## src/hw/rtl/fms_pkg.sv

```systemverilog
// Package for the focuser motion supervisor.
// Holds the item, result, register and state types and the command codes.
// No dependencies.
package fms_pkg;

	localparam int POS_W = 32;          // position / limit width in steps
	localparam int SUM_W = POS_W + 2;   // full-width sums for limit checks

	// input command codes
	localparam logic [3:0] CMD_JOG_FWD  = 4'd0;
	localparam logic [3:0] CMD_JOG_BACK = 4'd1;
	localparam logic [3:0] CMD_STOP_JOG = 4'd2;
	localparam logic [3:0] CMD_HALT     = 4'd3;
	localparam logic [3:0] CMD_MOVE_ABS = 4'd4;
	localparam logic [3:0] CMD_MOVE_REL = 4'd5;
	localparam logic [3:0] CMD_HOME     = 4'd6;
	localparam logic [3:0] CMD_SET_POS  = 4'd7;
	localparam logic [3:0] CMD_SET_EN   = 4'd8;
	localparam logic [3:0] CMD_TOGGLE   = 4'd9;
	localparam logic [3:0] CMD_ENDSTOP  = 4'd10;
	localparam logic [3:0] CMD_TICK     = 4'd11;

	// motion commands toward the generator
	localparam logic [2:0] MC_NONE      = 3'd0;
	localparam logic [2:0] MC_RUN_FWD   = 3'd1;
	localparam logic [2:0] MC_RUN_BACK  = 3'd2;
	localparam logic [2:0] MC_DECEL     = 3'd3;
	localparam logic [2:0] MC_FORCE_STOP = 3'd4;
	localparam logic [2:0] MC_MOVE_TO   = 3'd5;
	localparam logic [2:0] MC_SET_POS   = 3'd6;
	localparam logic [2:0] MC_ZERO_MOVE = 3'd7;

	// move status
	localparam logic [1:0] MS_IDLE   = 2'd0;
	localparam logic [1:0] MS_MOVING = 2'd1;
	localparam logic [1:0] MS_HOMING = 2'd2;

	// register indexes
	localparam logic [2:0] REG_SOFT_MIN   = 3'd0;
	localparam logic [2:0] REG_SOFT_MAX   = 3'd1;
	localparam logic [2:0] REG_IDLE_TMO   = 3'd2;
	localparam logic [2:0] REG_HOME_RET   = 3'd3;
	localparam logic [2:0] REG_HOME_SEEK  = 3'd4;
	localparam logic [2:0] REG_JOG_LOOK   = 3'd5;
	localparam logic [2:0] REG_SPEED_SEL  = 3'd6;

	typedef struct packed {
		logic        [3:0]       cmd;
		logic signed [POS_W-1:0] value;
		logic signed [POS_W-1:0] current_position;
		logic                    motor_running;
		logic                    endstop_level;
	} item_t;

	typedef struct packed {
		logic        [2:0]       motion_cmd;
		logic signed [POS_W-1:0] motion_target;
		logic                    speed_mode;
		logic                    outputs_enabled;
		logic        [1:0]       move_status;
		logic                    rejected;
		logic                    save_position;
		logic                    homing_done;
	} result_t;

	typedef struct packed {
		logic signed [POS_W-1:0] soft_min_steps;
		logic signed [POS_W-1:0] soft_max_steps;
		logic        [31:0]      idle_timeout_ms;
		logic signed [POS_W-1:0] homing_return_steps;
		logic signed [POS_W-1:0] homing_seek_target;
		logic        [15:0]      jog_lookahead_steps;
		logic        [2:0]       speed_select;
	} cfg_t;

	typedef struct packed {
		logic        motor_on;
		logic        jog_running;
		logic        homing_seek;
		logic        homing_return;
		logic        endstop_hit;
		logic        was_moving;
		logic [31:0] idle_count;
	} state_t;

endpackage

```

## src/hw/rtl/fms_cfg.sv

```systemverilog
// Configuration register file of the focuser motion supervisor.
// Depends on fms_pkg (cfg_t, register indexes).
module fms_cfg import fms_pkg::*; (
	input  logic        clk,
	input  logic        arst_n,
	input  logic        wr_en,
	input  logic [2:0]  wr_index,
	input  logic [31:0] wr_data,
	output cfg_t        cfg
);

	cfg_t cfg_q;

	always_ff @(posedge clk or negedge arst_n) begin
		if (!arst_n) begin
			cfg_q.soft_min_steps      <= '0;
			cfg_q.soft_max_steps      <= POS_W'(100000);
			cfg_q.idle_timeout_ms     <= 32'd60000;
			cfg_q.homing_return_steps <= '0;
			cfg_q.homing_seek_target  <= -POS_W'(100000);
			cfg_q.jog_lookahead_steps <= 16'd250;
			cfg_q.speed_select        <= 3'd1;
		end else if (wr_en) begin
			unique case (wr_index)
				REG_SOFT_MIN:  cfg_q.soft_min_steps      <= wr_data[POS_W-1:0];
				REG_SOFT_MAX:  cfg_q.soft_max_steps      <= wr_data[POS_W-1:0];
				REG_IDLE_TMO:  cfg_q.idle_timeout_ms     <= wr_data;
				REG_HOME_RET:  cfg_q.homing_return_steps <= wr_data[POS_W-1:0];
				REG_HOME_SEEK: cfg_q.homing_seek_target  <= wr_data[POS_W-1:0];
				REG_JOG_LOOK:  cfg_q.jog_lookahead_steps <= wr_data[15:0];
				REG_SPEED_SEL: cfg_q.speed_select        <= wr_data[2:0];
				default: ;
			endcase
		end
	end

	assign cfg = cfg_q;

endmodule

```

## src/hw/rtl/fms_step.sv

```systemverilog
// Per-item decision logic of the focuser motion supervisor: from the held item,
// the supervisor state and the registers, the next state and the result.
// Depends on fms_pkg.
module fms_step import fms_pkg::*; (
	input  item_t   item,
	input  state_t  st,
	input  cfg_t    cfg,
	output state_t  nx,
	output result_t res
);

	logic signed [SUM_W-1:0] fwd_t, move_t, lim_lo, lim_hi;
	logic                    fwd_ok, move_ok, homing, homing_nx, en_val;
	logic [2:0]              mc;
	logic signed [POS_W-1:0] target;
	logic                    rej, save, done;

	// full-width sums: an overflowing target simply falls outside the limits
	assign lim_lo = SUM_W'(cfg.soft_min_steps);
	assign lim_hi = SUM_W'(cfg.soft_max_steps);
	assign fwd_t  = SUM_W'(item.current_position)
	              + $signed({{(SUM_W-16){1'b0}}, cfg.jog_lookahead_steps});
	assign move_t = (item.cmd == CMD_MOVE_ABS) ? SUM_W'(item.value)
	              : SUM_W'(item.current_position) + SUM_W'(item.value);
	assign fwd_ok  = (fwd_t >= lim_lo) && (fwd_t <= lim_hi);
	assign move_ok = (move_t >= lim_lo) && (move_t <= lim_hi);
	assign homing  = st.homing_seek | st.homing_return;
	assign en_val  = (item.cmd == CMD_SET_EN) ? (item.value != '0) : !st.motor_on;

	always_comb begin
		nx     = st;
		mc     = MC_NONE;
		target = '0;
		rej    = 1'b0;
		save   = 1'b0;
		done   = 1'b0;
		case (item.cmd) inside
			CMD_JOG_FWD, CMD_JOG_BACK: begin
				if (!homing) begin
					if (!st.motor_on) begin
						nx.motor_on   = 1'b1;
						nx.idle_count = '0;
					end
					if (item.cmd == CMD_JOG_FWD && !fwd_ok) begin
						rej = 1'b1;
					end else if (item.cmd == CMD_JOG_BACK && item.endstop_level) begin
						rej = 1'b1;
					end else begin
						nx.idle_count  = '0;
						nx.jog_running = 1'b1;
						mc = (item.cmd == CMD_JOG_FWD) ? MC_RUN_FWD : MC_RUN_BACK;
					end
				end
			end
			CMD_STOP_JOG: begin
				if (!homing && st.jog_running) begin
					mc             = MC_DECEL;
					nx.jog_running = 1'b0;
					nx.idle_count  = '0;
				end
			end
			CMD_HALT: begin
				mc               = MC_FORCE_STOP;
				nx.jog_running   = 1'b0;
				nx.homing_seek   = 1'b0;
				nx.homing_return = 1'b0;
				nx.motor_on      = 1'b0;
				nx.endstop_hit   = 1'b0;
				nx.idle_count    = '0;
			end
			CMD_MOVE_ABS, CMD_MOVE_REL: begin
				if (!st.motor_on) begin
					nx.motor_on   = 1'b1;
					nx.idle_count = '0;
				end
				if (!move_ok) begin
					rej = 1'b1;
				end else begin
					nx.jog_running = 1'b0;
					nx.idle_count  = '0;
					mc             = MC_MOVE_TO;
					target         = move_t[POS_W-1:0];
				end
			end
			CMD_HOME: begin
				nx.homing_return = 1'b0;
				nx.homing_seek   = 1'b1;
				nx.jog_running   = 1'b0;
				nx.endstop_hit   = 1'b0;
				nx.motor_on      = 1'b1;
				nx.idle_count    = '0;
				mc               = MC_MOVE_TO;
				target           = cfg.homing_seek_target;
			end
			CMD_SET_POS: begin
				mc     = MC_SET_POS;
				target = item.value;
			end
			CMD_SET_EN, CMD_TOGGLE: begin
				nx.motor_on   = en_val;
				nx.idle_count = '0;
				if (!en_val) begin
					nx.jog_running = 1'b0;
					mc             = MC_DECEL;
				end
			end
			CMD_ENDSTOP: begin
				if (homing) begin
					nx.endstop_hit = 1'b1;
				end else begin
					mc             = MC_SET_POS;
					nx.jog_running = 1'b0;
					nx.idle_count  = '0;
				end
			end
			CMD_TICK: begin
				if (st.idle_count != '1)
					nx.idle_count = st.idle_count + 32'd1;
				// homing sequencer
				if (st.homing_seek) begin
					if (!st.motor_on) begin
						mc               = MC_FORCE_STOP;
						nx.jog_running   = 1'b0;
						nx.homing_seek   = 1'b0;
						nx.homing_return = 1'b0;
						nx.endstop_hit   = 1'b0;
						nx.idle_count    = '0;
					end else begin
						nx.idle_count = '0;
						if (st.homing_return) begin
							if (!item.motor_running) begin
								nx.homing_seek   = 1'b0;
								nx.homing_return = 1'b0;
								save             = 1'b1;
								done             = 1'b1;
							end
						end else if (st.endstop_hit || item.endstop_level) begin
							nx.endstop_hit   = 1'b0;
							mc               = MC_ZERO_MOVE;
							target           = cfg.homing_return_steps;
							nx.homing_return = 1'b1;
						end
					end
				end
				// clamp above the upper limit
				if (mc == MC_NONE && !nx.homing_seek && nx.motor_on
				    && item.current_position > cfg.soft_max_steps) begin
					mc             = MC_SET_POS;
					target         = cfg.soft_max_steps;
					nx.jog_running = 1'b0;
					nx.idle_count  = '0;
				end
				// idle disable
				if (nx.motor_on && !nx.homing_seek && !nx.homing_return) begin
					if (nx.jog_running || item.motor_running) begin
						nx.idle_count = '0;
					end else if (nx.idle_count >= cfg.idle_timeout_ms) begin
						nx.motor_on    = 1'b0;
						nx.idle_count  = '0;
						nx.jog_running = 1'b0;
						if (mc == MC_NONE)
							mc = MC_DECEL;
					end
				end
				// save when a move ends
				if (nx.homing_seek || nx.homing_return) begin
					nx.was_moving = 1'b1;
				end else begin
					if (st.was_moving && !item.motor_running)
						save = 1'b1;
					nx.was_moving = item.motor_running;
				end
			end
			default: ;
		endcase
	end

	assign homing_nx = nx.homing_seek | nx.homing_return;

	always_comb begin
		res.motion_cmd      = mc;
		res.motion_target   = target;
		res.speed_mode      = homing_nx;
		res.outputs_enabled = nx.motor_on;
		if (homing_nx)
			res.move_status = MS_HOMING;
		else if (nx.jog_running || item.motor_running || mc == MC_RUN_FWD
		         || mc == MC_RUN_BACK || mc == MC_MOVE_TO || mc == MC_ZERO_MOVE)
			res.move_status = MS_MOVING;
		else
			res.move_status = MS_IDLE;
		res.rejected      = rej;
		res.save_position = save;
		res.homing_done   = done;
	end

endmodule

```

## src/hw/rtl/focuser_motion_supervisor.sv

```systemverilog
// Top level of the focuser motion supervisor: input register, state, result register.
// Depends on fms_pkg, fms_cfg and fms_step.
//
//  channel   direction  handshake               payload
//  item      in         item_valid / item_stall   item_t (cmd, value, position, flags)
//  result    out        result_valid / result_stall  result_t (one per item)
//  cfg       in         cfg_valid / cfg_ready     cfg_index, cfg_data
//
// One item per cycle while result_stall stays low; an item passes the item register, then the result register.
// The item register feeds one pass of decision logic that updates the state and
// loads the result register in the same edge. A stalled result holds; the item
// register still accepts one more transfer, then item_stall rises.
// Reset clears state, registers to their defaults and both valid flags.
// cfg_ready is always high; each write is registered in fms_cfg.
module focuser_motion_supervisor import fms_pkg::*; (
	input  logic        clk,
	input  logic        arst_n,
	input  logic        item_valid,
	output logic        item_stall,
	input  item_t       item,
	output logic        result_valid,
	input  logic        result_stall,
	output result_t     result,
	input  logic        cfg_valid,
	output logic        cfg_ready,
	input  logic [2:0]  cfg_index,
	input  logic [31:0] cfg_data
);

	item_t   item_s1;
	logic    valid_s1;
	result_t result_s2;
	logic    valid_s2;
	state_t  st_q;

	cfg_t    cfg;
	state_t  st_nx;
	result_t res_nx;

	logic    accept;    // input transfer this edge
	logic    advance;   // held item resolves into the result register

	assign cfg_ready = 1'b1;

	fms_cfg u_cfg (
		.clk      (clk),
		.arst_n   (arst_n),
		.wr_en    (cfg_valid & cfg_ready),
		.wr_index (cfg_index),
		.wr_data  (cfg_data),
		.cfg      (cfg)
	);

	fms_step u_step (
		.item (item_s1),
		.st   (st_q),
		.cfg  (cfg),
		.nx   (st_nx),
		.res  (res_nx)
	);

	// the result slot frees when it is empty or being taken this edge
	assign advance    = valid_s1 & (~valid_s2 | ~result_stall);
	assign item_stall = valid_s1 & valid_s2 & result_stall;
	assign accept     = item_valid & ~item_stall;

	always_ff @(posedge clk or negedge arst_n) begin
		if (!arst_n) begin
			valid_s1 <= 1'b0;
			valid_s2 <= 1'b0;
			st_q     <= '0;
		end else begin
			valid_s1 <= accept | (valid_s1 & ~advance);
			if (advance) begin
				valid_s2 <= 1'b1;
				st_q     <= st_nx;
			end else if (~result_stall) begin
				valid_s2 <= 1'b0;
			end
		end
	end

	// payload registers, no reset
	always_ff @(posedge clk) begin
		if (accept)
			item_s1 <= item;
		if (advance)
			result_s2 <= res_nx;
	end

	assign result_valid = valid_s2;
	assign result       = result_s2;

endmodule

```

## config.mk

```make
export PLATFORM = sky130hd
export DESIGN_NAME = focuser_motion_supervisor
export DESIGN_NICKNAME = d
export VERILOG_FILES = /design/src/hw/rtl/fms_pkg.sv /design/src/hw/rtl/fms_cfg.sv /design/src/hw/rtl/fms_step.sv /design/src/hw/rtl/focuser_motion_supervisor.sv
export SDC_FILE = /design/constraint.sdc
export NUM_CORES = 1
export LEC_CHECK = 0
export ABC_AREA = 1
export ABC_CLOCK_PERIOD_IN_PS = 5070
export BUFFER_PORTS_ARGS = -buffer_cell sky130_fd_sc_hd__buf_2
export CAP_MARGIN = 0
export CORE_MARGIN = 5
export CORE_UTILIZATION = 50
export DETAILED_ROUTE_END_ITERATION = 8
export GPL_ROUTABILITY_DRIVEN = 0
export PLACE_DENSITY = 0.78
export SYNTH_ARGS = -nofsm -noshare
export SYNTH_HDL_FRONTEND = slang
export SYNTH_SLANG_ARGS = --single-unit
```

## constraint.sdc

```tcl
create_clock -name clk -period 5.07 [get_ports clk]
set_clock_uncertainty 0.15 [all_clocks]
set_input_delay 1.014 -clock clk [delete_from_list [all_inputs] [get_ports clk]]
set_output_delay 1.014 -clock clk [all_outputs]
set_load 0.02 [all_outputs]
```

==> key figures, run 1 <==
Run status
  • Run status: complete, no violations

Clock network
  • CTS tree: yes
  • Clock-pin slew on the worst setup and hold paths: 60 ps
  • Worst-Skew Late Latency: between 500 and 600 ps
  • CTS Buffer Depth: 3
  • TritonCTS Sinks: roughly 330
  • Hold buffers post-CTS: 0
  • H-tree levels: 2
  • Clock root buffer master: clkbuf_16
  • Total CTS buffers: 37

Routing
  • Post-Route WL: around 73 mm
  • Via count: between 20000 and 25000
  • Detailed Route Iter0 Violations: between 2000 and 3000
  • Remaining DRCs: 0
  • Final antenna-violating net count: 0
  • DR pass1 iterations: 6
  • WL/cell: 19.17 um
  • Via density: about 5.8

Cells and area
  • Final core utilization: 59.60%
  • Layout cells sized above 1: approximately 17%
  • Commonest non-fill, non-tap cell in the layout: nand2_1
  • Fill cells: between 4000 and 5000
  • Final #Nets: 3559
  • Design Area, Final: 27110 sq um
  • Area Growth Syn to Fin: 17.53%
  • Commonest non-fill, non-tap cells in the layout: nand2_1 (736), inv_1 (341), o21ai_0 (265), ha_1 (227), a21oi_1 (200)
  • Final non-filler cell total: roughly 3800

STA
  • Tmin final: ~5000 ps
  • Fmax: approximately 200 MHz
  • Crit share post-route: a little over nine tenths
  • Fin worst setup slack: between 60 and 70 ps
  • Setup violators final: 0
  • Rel. slew slack: between 20% and 30%
  • Final hold violations: 0
  • Final Max Slew Viols: 0
  • Hold slack: around 270 ps
  • Setup_tns: 0 ps
  • Worst slew pin tran: around 1200 ps

Worst setup path
  • Worst setup EP type: flop
  • Worst Path Buf+Inv: 3
  • Setup CP Type: flop to flop
  • Crit-path max FO: 6
  • Arr. time, crit path: 5160 ps
  • Required @ worst endpoint: ~5200 ps
  • CP startpoint kind: flop
  • Worst Reg-to-Reg Cells: 28
  • Delay-heaviest family, CP: simple AND/OR/NAND/NOR gates
  • Max stage delay cell, worst path: edfxtp_1
  • Critical Path Max Stage Delay: 440 ps
  • WP depth: 28
  • Most used cell, CP: nand2_1

Synthesis
  • Commonest register cell after synthesis: dfrtp_1
  • Syn Nets: 3331
  • Post-synthesis area per instance: roughly 7.8 sq um
  • Post-synth EDFFs: between 100 and 150
  • Synthesized area: 23060 sq um
  • Largest family of logic cells by synthesized area: simple AND/OR/NAND/NOR gates
  • XOR/XNOR Fraction of Synth Area: 2.506%
  • Compound-Gate Fraction of Synth Area: 15.83%
  • Synth cell types: 60
  • Post-synth top area share: a little under a fifth
  • Mapped Cells: 2974
  • Synth area leader: dfrtp_1
  • Synth Area in Adders: 13.46%
  • Multiplexer share of the synthesized area: less than 1%
  • Post-Synth Simple-Gate Area: ~22%
  • Ys async rst share: between 60 and 70%
  • Top cells by area, synth: dfrtp_1 (19%), edfxtp_1 (15%), ha_1 (13%), nand2_1 (12%), o21ai_0 (6.0%)
  • Synth Register Bits: about 330
  • Sequential area share after synthesis: 38.24%
  • Synth Warn #: 0

Floorplanning
  • Initial core utilization: between 50% and 60%
  • Die Y: ~220 um
  • Die area: around 51000 sq um
  • Row count: 78
  • Die X: around 220 um
  • IO Pins: about 160
  • Core area: about 45000 sq um

Hold path
  • Min-Delay Path Class: input pin to async pin

Global route
  • Antenna violations before repair: 3
  • Global-route usage over all layers: 27.60%
  • Number of global-route vias before repair: between 15000 and 20000
  • GR Overflow Total: 0
  • First-pass GRT wire length: 110.7 mm
  • Pin count of the biggest net entering global routing: 96

Power
  • Leak: between 10 and 15 nW
  • Peak VDD IR: slightly above 0.3 mV
  • Power, Total: between 10 and 15 mW
  • Power Density: 431.5 nW/um^2

Place
  • Post-Place Setup Slack: -86.39 ps
  • Dpl cells: roughly 3700
  • Port bufs: roughly 150
  • Dpl hpwl: ~54 mm
  • Area after DPL: ~25000 sq um

Job
  • Max-cap violations: 0
[synth_stat cells, types with 5 or more instances]
library cell / instances
dfstp_2: 41
a21o_1: 8
o211ai_1: 23
inv_1: 346
a21oi_1: 223
o21ai_1: 39
a22oi_1: 15
nor3_1: 37
nand2_1: 750
o21ai_2: 7
nand3b_1: 5
edfxtp_1: 112
o31ai_1: 5
nor4_1: 22
buf_2: 12
o21bai_1: 7
a21boi_1: 5
a31oi_1: 24
nand4_1: 52
xor2_1: 45
nor2_1: 175
xnor2_1: 21
inv_2: 11
o2111ai_1: 5
o21a_1: 11
clkbuf_1: 77
ha_1: 245
dfrtp_1: 175
o21ai_0: 276
nand3_1: 135
or2_2: 13
[where the power goes]
part | total, mW | switching, mW | internal (mW)
registers | 3.81 | 0.486 | 3.32
logic | 5.20 | 3.29 | 1.91
clock network | 2.69 | 1.17 | 1.52
total | 11.7 | 4.95 | 6.75
[kinds of logic after synthesis]
kind of cell / Yosys count
flip-flops: 328
XOR/XNOR: 66
adder cells (fa/ha/maj): 247
AO/OA/AOI/OAI: 663
other: 1
AND/OR/NAND/NOR: 1210
multiplexers: 1
buffers and inverters: 458
[routing by layer]
layer	vias to the layer above	part of all wire, %	wire length, um	GRT usage (%)
li1	10514	-	-	-
met1	10061	41	29810	38.17
met2	1229	44	32230	42.13
met3	238	9.6	7056	4.712
met4	2	6.0	4381	13.61
met5	-	0.0095	7	0
[state kept, by name, indices dropped and copies added (netlist names)]
signal and count:
item_s1 70, result 42, result_valid 1, st_q 38, u_cfg.cfg 176, valid_s1 1
[what timing repair did]
| item | 4_1_cts | 5_1_grt |
|---|---|---|
| endpoints found under the setup margin | 38 | 72 |
| setup buffers | 0 | 20 |
| gates cloned | 0 | 2 |
| hold endpoints to repair | 0 | 0 |
| pin swaps | 0 | 53 |
| gates resized for setup | 3 | 124 |
[path summary, 6_finish.rpt]
check / startpoint / to / slack, ps
worst max register to register: item_s1[16]$_DFFE_PP_ / result[3]$_SDFFCE_PP0P_ / 60
max in group asynchronous: arst_n / u_cfg.cfg[168]$_DFFE_PN0P_ / 3380
worst min register to register: u_cfg.cfg[100]$_DFFE_PN0P_ / u_cfg.cfg[100]$_DFFE_PN0P_ / 330
worst max-delay path: item_s1[16]$_DFFE_PP_ / result[3]$_SDFFCE_PP0P_ / 60
worst min-delay path: arst_n / st_q[20]$_DFFE_PN0P_ / 270
min in group clk: u_cfg.cfg[100]$_DFFE_PN0P_ / u_cfg.cfg[100]$_DFFE_PN0P_ / 330
[cell type report]
type	count	area (sq um)	area share, %
multi-input combinational	2188	13040	48.12
sequential	328	8820	32.54
timing repair buffer	289	1931	7.122
inverter	358	1353	4.990
clock buffer	49	1085	4.002
tap	600	750.7	2.770
clock inverter	19	120.1	0.4431
antenna	2	5.005	0.01846
(Power assumes the default switching activity.)
==> run 2: changes to the inputs <==
--- a/config.mk
+++ b/config.mk
@@ -5,7 +5,6 @@
 export SDC_FILE = /design/constraint.sdc
 export NUM_CORES = 1
 export LEC_CHECK = 0
-export ABC_AREA = 1
 export ABC_CLOCK_PERIOD_IN_PS = 5070
 export BUFFER_PORTS_ARGS = -buffer_cell sky130_fd_sc_hd__buf_2
 export CAP_MARGIN = 0
==> key figures, run 2 <==
Floorplanning
  • Die area: 46080 sq um
  • Row count: 75
  • IO Pins: roughly 160
  • Initial core utilization: between 50 and 60%
  • Die Y: ~210 um
  • Die X: about 210 um
  • Core area: between 40000 and 50000 sq um

Cells and area
  • Commonest non-fill, non-tap cells in the layout: buf_4 (366), ha_1 (232), nand2_1 (206), dfrtp_1 (175), o21ai_0 (163)
  • Layout cells sized above 1: 33.35%
  • Max reg flops: roughly 180
  • Final #Nets: just under 3000
  • Commonest non-fill, non-tap cell in the layout: buf_4
  • Final core utilization: 65.55%
  • Final non-filler cell total: approximately 3200
  • Area Growth Syn to Fin: 30.40%

STA
  • Fmax: between 150 and 200 MHz
  • Setup_tns: -49630 ps
  • Worst slew pin tran: 1116 ps
  • Final hold violations: 0
  • RSZ-0062 raised after global routing: true
  • Fin worst setup slack: -876.4 ps
  • Final Max Slew Viols: 0
  • Rel. slew slack: approximately a quarter
  • Tmin final: slightly below 6000 ps
  • Crit share post-route: 117.3%
  • Setup violators final: 72

Global route
  • GR Overflow Total: 0
  • Number of global-route vias before repair: just over 20000
  • Global-route usage over all layers: 31.36%
  • Pin count of the biggest net entering global routing: ~120
  • First-pass GRT wire length: about 110 mm
  • Antenna violations before repair: 1

Run status
  • Run status: finished with violations
  • Failing checks: negative setup slack

Synthesis
  • Commonest register cell after synthesis: dfrtp_1
  • Post-synth EDFFs: around 110
  • Mapped Cells: about 2100
  • Post-synth top area share: roughly a fifth
  • Syn Nets: about 2500
  • Top cells by area, synth: dfrtp_1 (21%), edfxtp_1 (16%), ha_1 (15%), dfstp_2 (5.1%), o21ai_0 (4.7%)
  • Post-synthesis area per instance: between 9 and 10 sq um
  • Synthesized area: between 20000 and 25000 sq um
  • Synth cell types: 77
  • Synth Register Bits: 328
  • Ys async rst share: 65.85%
  • Synth area leader: dfrtp_1
  • Count leader, synth: ha_1
  • Sequential area share after synthesis: around 42%
  • Post-synth top cells: ha_1 (245), nand2_1 (216), o21ai_0 (195), dfrtp_1 (175), nor2_1 (137)
  • Synth Warn #: 0

Place
  • Port bufs: around 150
  • Dpl hpwl: between 50 and 60 mm
  • Dpl cells: 3053

Job
  • Max-cap violations: 0

Clock network
  • Clock root buffer master: clkbuf_16
  • Clock-pin slew on the worst setup and hold paths: approximately 60 ps
  • Total CTS buffers: 39
  • H-tree levels: 2
  • TritonCTS Sinks: approximately 330
  • Worst-Skew Late Latency: ~570 ps
  • CTS tree: yes
  • CTS Buffer Depth: 3

Power
  • Leak: around 12 nW
  • Peak VDD IR: around 0.31 mV
  • Power Density: between 300 and 400 nW/um^2

Routing
  • Detailed Route Iter0 Violations: approximately 2700
  • Via count: just over 20000
  • DR pass1 iterations: 6
  • Final antenna-violating net count: 0
  • Post-Route WL: ~75 mm
  • WL/cell: 23.60 um
  • Remaining DRCs: 0
  • Via density: 6.332

Worst setup path
  • Required @ worst endpoint: approximately 5400 ps
  • Critical Path Start: item_s1[2]$_DFFE_PP_
  • Setup CP Type: flop to flop
  • Worst setup EP type: flop
  • Crit-path max FO: 31
  • CP startpoint kind: flop
  • R2R Path Start: item_s1[2]$_DFFE_PP_
  • Arr. time, crit path: about 6200 ps

Hold path
  • Min-Delay Path Class: input pin to async pin
==> run 2: layout make-up <==
type / count / area [sq um]
antenna: 2 / 5.005
clock buffer: 49 / 1064
clock inverter: 20 / 165.2
fill: 3042 / 14350
inverter: 121 / 454.2
multi-input combinational: 1589 / 12300
sequential: 328 / 8820
tap: 539 / 674.4
timing repair buffer: 538 / 3830
==> run 2: worst max-delay path: stages (launching register included) <==
cell,delay (ps)
edfxtp_1,390
ha_2,200
fa_2,340
a21o_1,200
a21oi_2,150
o21bai_1,90
a2111o_1,430
a31o_4,260
o41ai_4,260
o21bai_2,120
a21oi_4,250
buf_4,160
buf_4,120
nor2_1,50
xor2_1,240
ha_1,300
a21oi_1,140
nor2b_1,60
o21ai_0,230
a31oi_1,170
a211o_1,360
nor3_4,230
o22ai_1,100
a221o_1,350
buf_12,190
a31oi_1,170
mux2i_1,100
==> run 2: timing repair <==
action,in CTS,in global routing
hold buffers,0,0
pin swaps,89,44
endpoints found under the setup margin,72,72
cloned,2,0
buffers inserted,48,17
resized for setup,165,50
==> run 2: cell families after synthesis <==
group / after synthesis / synth area share (%)
AOI/OAI and AO/OA: 589 / 18.12
and+or+nand+nor: 579 / 12.98
DFF: 328 / 42.11
adders and majority gates: 247 / 14.83
buffers and inverters: 197 / 3.674
muxes: 88 / 4.713
xor gates and xnor gates: 85 / 3.554
other: 1 / 0.01790
==> run 2: worst paths after layout <==
check	endpoint	depth (start not counted)	slack, ps
hold / removal	u_cfg.cfg[56]$_DFFE_PN0P_	1	320
setup / recovery	st_q[25]$_DFFE_PN0P_	26	-880
min in group clk	result_valid$_DFFE_PN0P_	1	340
hold reg to reg	result_valid$_DFFE_PN0P_	1	340
max in group asynchronous	u_cfg.cfg[81]$_DFFE_PN0P_	2	3320
setup reg to reg	st_q[25]$_DFFE_PN0P_	26	-880
==> run 2: per-stage QoR <==
stage | hold WS, ps | cell area [sq um] | worst slack (ps) | total power [mW]
floorplan | 293.4 | 21040 | -528.1 | 5.560
global placement | 314.2 | 24680 | -1102 | 6.933
detailed placement | 331.2 | 24680 | -1115 | 7.100
CTS | 343.9 | 26970 | -811.1 | 10.13
global route | 372.1 | 27310 | -988.0 | 10.92
finish | 316.9 | 27310 | -876.4 | 10.39
==> run 2: power breakdown <==
part	internal [mW]	leakage [nW]	switching [mW]	total (mW)
Clock	1.59	0.614	1.17	2.76
Combinational	1.85	7.92	2.37	4.22
Sequential	3.21	3.69	0.208	3.42
==> run 2: routing by layer <==
layer / vias up / part of all wire [%] / global-route usage [%]
met3: 395 / 11 / 6.791
met5: - / 0 / 0
met4: 0 / 7.5 / 19.73
li1: 8831 / - / -
met2: 1326 / 45 / 49.82
met1: 9622 / 37 / 39.03
